[config.mk]
export PLATFORM = sky130hd
export DESIGN_NAME = sawbc_ctrl
export DESIGN_NICKNAME = d
export VERILOG_FILES = /design/src/design/sawbc_pkg.sv /design/src/design/sawbc_ctrl.sv
export SDC_FILE = /design/constraint.sdc
export NUM_CORES = 1
export LEC_CHECK = 0
export ABC_AREA = 1
export BUFFER_PORTS_ARGS = -buffer_cell sky130_fd_sc_hd__buf_2
export CAP_MARGIN = 20
export CORE_MARGIN = 2
export CORE_UTILIZATION = 52
export DETAILED_ROUTE_END_ITERATION = 10
export PLACE_DENSITY = 0.84
export SLEW_MARGIN = 20
export SYNTH_ARGS = -nofsm -noshare
export SYNTH_HDL_FRONTEND = slang
export SYNTH_SLANG_ARGS = --single-unit
export TNS_END_PERCENT = 10
[constraint.sdc]
create_clock -name clk_i -period 2.2 [get_ports clk_i]
set_clock_uncertainty 0.1 [all_clocks]
set_input_delay 0.11 -clock clk_i [delete_from_list [all_inputs] [get_ports clk_i]]
set_output_delay 0.11 -clock clk_i [all_outputs]
set_load 0.02 [all_outputs]
[src/design/sawbc_pkg.sv]
// Shared types and constants of the set-associative write-back cache.
// Holds the transaction structs and the controller/datapath command and status structs.
// No dependencies.
package sawbc_pkg;

  localparam int unsigned SETS_DEFAULT   = 64;
  localparam int unsigned WAYS_DEFAULT   = 4;
  localparam int unsigned WORDS_PER_LINE = 16;
  localparam int unsigned WORD_IDX_W     = 4;
  localparam int unsigned BLK_W          = 26;
  localparam int unsigned BLK_LSB        = 6;
  localparam int unsigned WORD_LSB       = 2;
  localparam logic [15:0] SEED_RESET     = 16'd44257;
  localparam logic [15:0] LFSR_TAPS      = 16'hB400;

  // Input command codes.
  localparam logic [1:0] CMD_READ  = 2'd0;
  localparam logic [1:0] CMD_WRITE = 2'd1;
  localparam logic [1:0] CMD_FILL  = 2'd2;

  // Result kind codes.
  localparam logic [1:0] KIND_READ  = 2'd0;
  localparam logic [1:0] KIND_WDONE = 2'd1;
  localparam logic [1:0] KIND_WB    = 2'd2;
  localparam logic [1:0] KIND_FREQ  = 2'd3;

  typedef struct packed {
    logic [1:0]  command;
    logic [31:0] address;
    logic [31:0] write_data;
    logic [31:0] write_mask;
    logic [31:0] fill_data;
  } cache_in_t;

  typedef struct packed {
    logic [1:0]       kind;
    logic [31:0]      data;
    logic [BLK_W-1:0] block_number;
    logic [3:0]       word_index;
    logic             last;
  } cache_out_t;

  typedef enum logic [2:0] {
    EMIT_NONE  = 3'd0,
    EMIT_READ  = 3'd1,
    EMIT_WDONE = 3'd2,
    EMIT_WB    = 3'd3,
    EMIT_FREQ  = 3'd4
  } emit_e;

  typedef struct packed {
    logic  clear_step;
    logic  capture_acc;
    logic  capture_fill;
    logic  set_start;
    logic  vmod_start;
    logic  take_inv;
    logic  take_mod;
    logic  meta_rd;
    logic  meta_wr_evict;
    logic  meta_wr_dirty;
    logic  meta_wr_fill;
    logic  data_rd_hit;
    logic  data_rd_wb;
    logic  data_rd_pend;
    logic  data_wr_fill;
    logic  data_wr_merge;
    logic  wb_inc;
    logic  fill_inc;
    logic  start_fill;
    logic  end_fill;
    emit_e emit;
  } cmd_t;

  typedef struct packed {
    logic in_access;
    logic in_fill;
    logic awaiting;
    logic set_done;
    logic vmod_done;
    logic hit;
    logic any_invalid;
    logic victim_dirty;
    logic wb_last;
    logic fill_last;
    logic clear_last;
    logic out_free;
    logic acc_write;
  } sts_t;

endpackage

[src/design/sawbc_ctrl.sv]
// Controller state machine of the cache: sequences lookups, evictions and line fills.
// Depends on sawbc_pkg; drives the datapath only through cmd_t and reads sts_t.
module sawbc_ctrl (
  input  logic            clk_i,
  input  logic            rst_ni,
  input  logic            in_valid_i,
  output logic            in_stall_o,
  input  sawbc_pkg::sts_t sts_i,
  output sawbc_pkg::cmd_t cmd_o
);
  import sawbc_pkg::*;

  typedef enum logic [12:0] {
    S_CLEAR     = 13'b0000000000001,
    S_IDLE      = 13'b0000000000010,
    S_SETMOD    = 13'b0000000000100,
    S_LOOK      = 13'b0000000001000,
    S_VMOD      = 13'b0000000010000,
    S_VIC       = 13'b0000000100000,
    S_WB_RD     = 13'b0000001000000,
    S_WB_OUT    = 13'b0000010000000,
    S_EVICT     = 13'b0000100000000,
    S_HIT       = 13'b0001000000000,
    S_FILL_WR   = 13'b0010000000000,
    S_FILL_META = 13'b0100000000000,
    S_FILL_DONE = 13'b1000000000000
  } state_e;

  state_e state_q, state_d;

  always_ff @(posedge clk_i or negedge rst_ni) begin
    if (!rst_ni) begin
      state_q <= S_CLEAR;
    end else begin
      state_q <= state_d;
    end
  end

  // Next state and datapath commands.
  always_comb begin
    state_d    = state_q;
    cmd_o      = '0;
    in_stall_o = (state_q != S_IDLE);
    unique case (state_q)
      S_CLEAR: begin
        cmd_o.clear_step = 1'b1;
        if (sts_i.clear_last) begin
          state_d = S_IDLE;
        end
      end
      S_IDLE: begin
        if (in_valid_i) begin
          if (sts_i.in_access && !sts_i.awaiting) begin
            cmd_o.capture_acc = 1'b1;
            cmd_o.set_start   = 1'b1;
            state_d           = S_SETMOD;
          end else if (sts_i.in_fill && sts_i.awaiting) begin
            cmd_o.capture_fill = 1'b1;
            state_d            = S_FILL_WR;
          end
        end
      end
      S_SETMOD: begin
        if (sts_i.set_done) begin
          cmd_o.meta_rd = 1'b1;
          state_d       = S_LOOK;
        end
      end
      S_LOOK: begin
        if (sts_i.hit) begin
          cmd_o.data_rd_hit = 1'b1;
          state_d           = S_HIT;
        end else if (sts_i.any_invalid) begin
          cmd_o.take_inv = 1'b1;
          state_d        = S_VIC;
        end else begin
          cmd_o.vmod_start = 1'b1;
          state_d          = S_VMOD;
        end
      end
      S_VMOD: begin
        if (sts_i.vmod_done) begin
          cmd_o.take_mod = 1'b1;
          state_d        = S_VIC;
        end
      end
      S_VIC: begin
        state_d = sts_i.victim_dirty ? S_WB_RD : S_EVICT;
      end
      S_WB_RD: begin
        cmd_o.data_rd_wb = 1'b1;
        state_d          = S_WB_OUT;
      end
      S_WB_OUT: begin
        if (sts_i.out_free) begin
          cmd_o.emit = EMIT_WB;
          if (sts_i.wb_last) begin
            state_d = S_EVICT;
          end else begin
            cmd_o.wb_inc = 1'b1;
            state_d      = S_WB_RD;
          end
        end
      end
      S_EVICT: begin
        if (sts_i.out_free) begin
          cmd_o.meta_wr_evict = 1'b1;
          cmd_o.start_fill    = 1'b1;
          cmd_o.emit          = EMIT_FREQ;
          state_d             = S_IDLE;
        end
      end
      S_HIT: begin
        if (sts_i.out_free) begin
          if (sts_i.acc_write) begin
            cmd_o.data_wr_merge = 1'b1;
            cmd_o.meta_wr_dirty = 1'b1;
            cmd_o.emit          = EMIT_WDONE;
          end else begin
            cmd_o.emit = EMIT_READ;
          end
          state_d = S_IDLE;
        end
      end
      S_FILL_WR: begin
        cmd_o.data_wr_fill = 1'b1;
        if (sts_i.fill_last) begin
          cmd_o.meta_rd = 1'b1;
          state_d       = S_FILL_META;
        end else begin
          cmd_o.fill_inc = 1'b1;
          state_d        = S_IDLE;
        end
      end
      S_FILL_META: begin
        cmd_o.meta_wr_fill = 1'b1;
        cmd_o.data_rd_pend = 1'b1;
        state_d            = S_FILL_DONE;
      end
      S_FILL_DONE: begin
        if (sts_i.out_free) begin
          if (sts_i.acc_write) begin
            cmd_o.data_wr_merge = 1'b1;
            cmd_o.emit          = EMIT_WDONE;
          end else begin
            cmd_o.emit = EMIT_READ;
          end
          cmd_o.end_fill = 1'b1;
          state_d        = S_IDLE;
        end
      end
      default: begin
        state_d = S_IDLE;
      end
    endcase
  end

endmodule
==> results.sh, run 1 <==
export IMPL_largest_register_ffs=13
export IMPL_initial_core_util_pct=55.2
export IMPL_synth_area_top_cells="dfrtp_1 28%, nand2_1 17%, nor2_1 11%"
export IMPL_rr_endpoint="state_q[1]"
export IMPL_cp_cell_sequence="nor2_2, nand2_2, nor2_4, nand2_1, inv_1, nand2_1, nor2_1, buf_2"
export IMPL_grt_usage_pct=23.6
export IMPL_status="complete, no violations"
export IMPL_routed_top_layer="met4"
export IMPL_vias_per_cell=5.16
export IMPL_die_w_um=49.6
export IMPL_synth_area_per_cell_um2=6.33
export IMPL_yosys_most_used_dff="dfrtp_1"
export IMPL_synthToLayoutAreaGrowth_pct=27.9
export IMPL_internal_power_mw=0.551
export IMPL_r2r_start="state_q[8]"
export IMPL_synthDistinctLibCells=20
export IMPL_max_slew_margin_pct=79.3
export IMPL_largest_register="state_q"
export IMPL_cap_viol_max_count=0
export IMPL_cp_common_cell="nand2_1"
export IMPL_yosys_area_top_type="dfrtp_1"
export IMPL_num_io_pins=40
export IMPL_cts_made_buffers=3
export IMPL_synth_seq_cells=13
export IMPL_async_flop_share_pct=100
export IMPL_grt_first_pass_wirelength_mm=4.49
export IMPL_cp_data_required_time_ns=1.99
export IMPL_path_delay_family="simple AND/OR/NAND/NOR gates"
export IMPL_fmax_mhz=493
export IMPL_critPathBufInv=2
export IMPL_dp_hpwl_mm=2.14
export IMPL_synth_warnings=0
export IMPL_chipHeight_um=49.6
export IMPL_num_rows=16
export IMPL_slowest_stage="dfrtp_1"
export IMPL_switching_share_pct=48.7
export IMPL_gr_total_overflow=0
export IMPL_p_switching_mw=0.524
export IMPL_clkPwrFrac_pct=14.4
export IMPL_synth_edf_count=0
export IMPL_cp_startpoint="state_q[8]"
export IMPL_max_stage_delay_ns=0.43
export IMPL_setup_viol=0
export IMPL_dieArea_um2=2460
export IMPL_grt_pass1_vias=1104
export IMPL_fin_util_pct=70.5
export IMPL_tns_ns=0
export IMPL_met1Wirelength_mm=1.14
export IMPL_antenna_found_initial=0
export IMPL_endpoint_kind="output port"
export IMPL_r2r_slack_ns=0.37
export IMPL_wl_met2_mm=1.38
export IMPL_power_leakage_nw=0.879
export IMPL_hold_viol_final=0
export IMPL_power_density_nw_per_um2=776
export IMPL_fp_coreArea_um2=1960
export IMPL_reg2regPathDepth=12
export IMPL_synth_seq_area_share_pct=30.2
export IMPL_fill_cells=169
export IMPL_h_tree_depth=1
export IMPL_synth_top_area_share_pct=27.7
export IMPL_syn_inst=171
export IMPL_drive_above_1_share_pct=33.0
export IMPL_insertedDiodeCount=0
export IMPL_netlist_area_um2=1080
export IMPL_yosysMostFrequentCell="nand2_1"
export IMPL_p_total_mw=1.07
export IMPL_rsz0062_at_grt="no"
export IMPL_post_drt_wl_per_cell_um=11.5
export IMPL_fin_crit_sh_pct=92.3
export IMPL_cts_sinks=13
export IMPL_reg_top3="state_q: 13 flops"
export IMPL_drt_iter0_drc=33
export IMPL_yosys_top_cells_count="48 x nand2_1, 31 x nor2_1, 28 x inv_1, 12 x dfrtp_1, 9 x nand3_1"
export IMPL_place_port_buffers=39
export IMPL_met3_length_um=218
export IMPL_antenna_left=0
export IMPL_crit_cells=8
export IMPL_period_minus_slack_ns=2.03
export IMPL_first_pass_iters=4
export IMPL_nets=235
export IMPL_p_comb_share_pct=58.5
export IMPL_ctsLongestPathBuffers=2
export IMPL_tritoncts="built"
export IMPL_ir_drop_v=0.000638
export IMPL_drc=0
export IMPL_synthesis_nets=187
export IMPL_gp_congestion=0.877
export IMPL_startpoint_type="flop"
export IMPL_totalWireLength_mm=2.83
export IMPL_cts_clk_slew_worst_paths_ns=0.08
export IMPL_power_frac_seq_pct=27.1
export IMPL_hp_class="input pin to flop"
export IMPL_clock_latency_ns=0.28
export IMPL_slew_violations=0
export IMPL_vias=1265
export IMPL_worstSetupPathType="flop to output port"
export IMPL_worstPathMaxFanout=5
export IMPL_worst_slew_pin_slew_ns=0.310
export IMPL_cp_data_arrival_time_ns=1.82
export IMPL_root_buffer="clkbuf_4"
export IMPL_crit_end="cmd_o[21]"
export IMPL_grt_max_degree=15
what timing repair did:
action,CTS,global route
hold endpoints to repair,16,0
buffers inserted,0,3
hold buffers,4,0
gates resized for setup,0,3
setup endpoints to repair,0,4
per-stage QoR:
| step | cell area, um2 | hold WS (ns) | cells | setup slack [ns] |
|---|---|---|---|---|
| final | 1380 | 0.00430 | 245 | 0.170 |
| after global routing | 1380 | 0.0000862 | 245 | 0.00759 |
| after floorplan | 1080 | -0.286 | 171 | 0.263 |
| after detailed placement | 1270 | -0.0837 | 233 | 0.379 |
| after CTS | 1340 | 0.00689 | 241 | 0.0578 |
| after global placement | 1270 | -0.0858 | 233 | 0.450 |
worst register-to-register path: stages, from the launching register on:
cell and delay (ns):
dfrtp_1 0.43, nor2_2 0.17, nand2_2 0.12, nor2_4 0.19, buf_4 0.14, buf_4 0.10
inv_2 0.04, nor2_2 0.12, nor2_1 0.07, nand3_1 0.09, nand2_1 0.05, nand2_1 0.07
nand2_1 0.05
worst min-delay path by stage:
stage / startpoint / to / slack, ns / cells after the start
6_report: sts_i[9] / state_q[3] / 0.004 / 3
5_1_grt: sts_i[5] / state_q[6] / 0.00009 / 3
4_1_cts: sts_i[9] / state_q[3] / 0.007 / 3
3_5_place_dp: rst_ni / state_q[4] / -0.08 / 1
3_3_place_gp: rst_ni / state_q[4] / -0.09 / 1
2_1_floorplan: rst_ni / state_q[10] / -0.29 / 0
placed cells by master (no fill, tap or decap), drive strengths merged, types with 2 or more instances in the layout:
cell type / netlist / routed
o21ai: 4 / 4
nor2: 44 / 45
nand2: 55 / 55
inv: 30 / 30
clkbuf: 0 / 4
nand4: 2 / 2
dlygate4sd3: 0 / 4
a21oi: 2 / 2
nor3: 3 / 3
nand3: 12 / 12
buf: 4 / 42
dfrtp: 12 / 12
power by group through the flow:
stage                     clock [mW]  combinational (mW)  sequential (mW)
after global placement             0               0.537            0.288
after global routing           0.175               0.683            0.293
after detailed placement           0               0.552            0.290
final                          0.155               0.629            0.291
after CTS                      0.153               0.561            0.285
after floorplan                    0               0.455            0.284
cell type report:
| class | instances | area, um2 | area share [%] |
|---|---|---|---|
| Multi-Input combinational cell | 125 | 627 | 45.3 |
| Sequential cell | 13 | 327 | 23.6 |
| Timing Repair Buffer | 46 | 258 | 18.6 |
| Inverter | 30 | 113 | 8.14 |
| Tap cell | 27 | 33.8 | 2.44 |
| Clock buffer | 4 | 26.3 | 1.90 |
logic make-up (layout without fill, tap and decap cells):
logic type / Yosys count / count (layout) / synth area share (%)
buffers and inverters: 34 / 80 / 13.9
flip-flops: 13 / 13 / 30.2
AO/OA/AOI/OAI: 8 / 8 / 4.05
AND/OR/NAND/NOR: 116 / 117 / 51.9
layer usage:
layer | global-route usage (%) | vias up
met2 | 39.3 | 68
li1 | - | 614
met3 | 2.12 | 11
met1 | 28.9 | 572
met4 | 15.7 | 0
met5 | 0 | -
No activity file was read; power rests on OpenSTA's default activity.
==> inputs of run 2 (changes only) <==
HOLD_SLACK_MARGIN = 0.12   (was not set)
RECOVER_POWER = 25   (was not set)
==> run 2 against run 1 <==
Compared with the run above:
- flip-flop and latch count did not move
- routed wire length rose by 11%
- clock power barely moved
- critical path type is now flop to flop
==> results.sh, run 2 (synthesis gave the netlist of run 1 again) <==
export IMPL_num_io_pins=40
export IMPL_cp_cell_sequence="nor2_4, nand2_2, nor2_4, buf_4, nand3_1, o21ai_0, dlygate4sd3_1"
export IMPL_fin_util_pct=74.5
export IMPL_fmax_mhz=479
export IMPL_drc=0
export IMPL_nets=242
export IMPL_antenna_left=0
export IMPL_max_slew_margin_pct=50.3
export IMPL_setup_viol=0
export IMPL_gr_total_overflow=0
export IMPL_power_leakage_nw=0.911
export IMPL_antenna_found_initial=0
export IMPL_gp_congestion=0.877
export IMPL_fill_cells=163
export IMPL_max_stage_delay_ns=0.55
export IMPL_initial_core_util_pct=55.2
export IMPL_die_w_um=49.6
export IMPL_vias=1303
export IMPL_power_density_nw_per_um2=743
export IMPL_chipHeight_um=49.6
export IMPL_cp_data_arrival_time_ns=2.22
export IMPL_slowest_stage="dlygate4sd3_1"
export IMPL_largest_register_ffs=13
export IMPL_seq_area_um2=327
export IMPL_met2_usage_pct=48.2
export IMPL_worstPathMaxFanout=8
export IMPL_vias_per_cell=5.17
export IMPL_grt_pass1_vias=1228
export IMPL_dp_hpwl_mm=2.14
export IMPL_grt_met1_usage_pct=30.5
export IMPL_final_common_cell="nand2_1"
export IMPL_cts_sinks=13
export IMPL_place_port_buffers=39
export IMPL_grt_first_pass_wirelength_mm=5.11
export IMPL_multiInputGateArea_um2=626
export IMPL_h_tree_depth=1
export IMPL_cap_viol_max_count=0
export IMPL_hold_viol_final=0
export IMPL_cts_made_buffers=3
export IMPL_clock_latency_ns=0.29
export IMPL_post_dp_cell_area_um2=1270
export IMPL_grt_max_degree=15
export IMPL_startpoint_type="flop"
export IMPL_worstSetupPathType="flop to flop"
export IMPL_totalWireLength_mm=3.13
export IMPL_most_common_layout_cells="48 x nand2_1, 38 x buf_2, 31 x nor2_1, 28 x inv_1"
export IMPL_largest_register="state_q"
export IMPL_insertedDiodeCount=0
export IMPL_ctsLongestPathBuffers=2
export IMPL_worst_slew_pin_slew_ns=0.746
export IMPL_num_rows=16
export IMPL_cp_data_required_time_ns=2.33
export IMPL_drt_iter0_drc=51
export IMPL_cp_common_cell="nor2_4"
export IMPL_fin_crit_sh_pct=94.9
export IMPL_hp_class="input pin to flop"
export IMPL_ir_drop_v=0.000637
export IMPL_status="complete, no violations"
export IMPL_cts_clk_slew_worst_paths_ns=0.08
export IMPL_slew_violations=0
export IMPL_finish_instance_area_um2=1460
export IMPL_post_drt_wl_per_cell_um=12.4
export IMPL_first_pass_iters=4
export IMPL_grt_busiest_layer="met2"
export IMPL_grt_util_met3_pct=2.12
export IMPL_tritoncts="built"
export IMPL_root_buffer="clkbuf_4"
export IMPL_reg_top3="state_q: 13 flops"
export IMPL_grt_usage_pct=27.1
export IMPL_fp_coreArea_um2=1960
export IMPL_drive_above_1_share_pct=31.1
export IMPL_period_minus_slack_ns=2.09
export IMPL_synthToLayoutAreaGrowth_pct=35.0
export IMPL_dieArea_um2=2460
export IMPL_endpoint_kind="flop"
[run 2: cell type report]
cell class,instances,share of cell area [%]
clock buffer,4,1.80
inverter,30,7.71
multi-input combinational,124,42.8
sequential,13,22.3
tap,27,2.31
timing repair buffer,54,23.0
[run 2: repair_timing]
item / CTS / global route
buffers inserted: 0 / 3
hold endpoints to repair: 23 / 0
hold buffers: 12 / 0
gates resized for setup: 0 / 4
endpoints found under the setup margin: 0 / 4
[run 2: final timing paths]
path                        startpoint          end  slack [ns]  depth (start not counted)
min                          sts_i[10]  state_q[10]        0.11                          5
max                         state_q[8]   state_q[4]        0.11                          7
max reg2reg                 state_q[8]   state_q[4]        0.11                          7
min in group asynchronous       rst_ni   state_q[8]        0.29                          2
min reg2reg                state_q[12]  state_q[12]        0.46                          2
max in group asynchronous       rst_ni   state_q[3]        1.24                          2
[run 2: power breakdown]
part / switching (mW) / total [mW] / leakage [nW] / internal [mW]
combinational: 0.417 / 0.637 / 0.722 / 0.220
clock: 0.0857 / 0.156 / 0.0150 / 0.0706
sequential: 0.0274 / 0.292 / 0.175 / 0.264
total: 0.530 / 1.09 / 0.911 / 0.555
[run 2: worst max-delay path, delay by kind of cell (launching register included)]
kind | cells | cell delay [ns]
buf+inv | 2 | 0.74
simple gates | 4 | 0.60
flops | 1 | 0.44
compound gates | 1 | 0.15
[run 2: per-stage QoR]
stage	total power, mW	TNS (ns)	hold slack (ns)	instances	worst slack (ns)
floorplan	0.739	0	-0.286	171	0.263
global placement	0.825	0	-0.0858	233	0.450
detailed placement	0.842	0	-0.0837	233	0.379
CTS	1.01	0	0.121	249	0.0578
global route	1.16	-0.0154	0.144	252	-0.00761
finish	1.09	0	0.113	252	0.112
[run 2: layer usage]
layer / vias to the layer above / part of all wire, %
li1: 628 / -
met1: 592 / 39
met2: 70 / 51
met3: 13 / 6.4
met4: 0 / 3.2
met5: - / 0
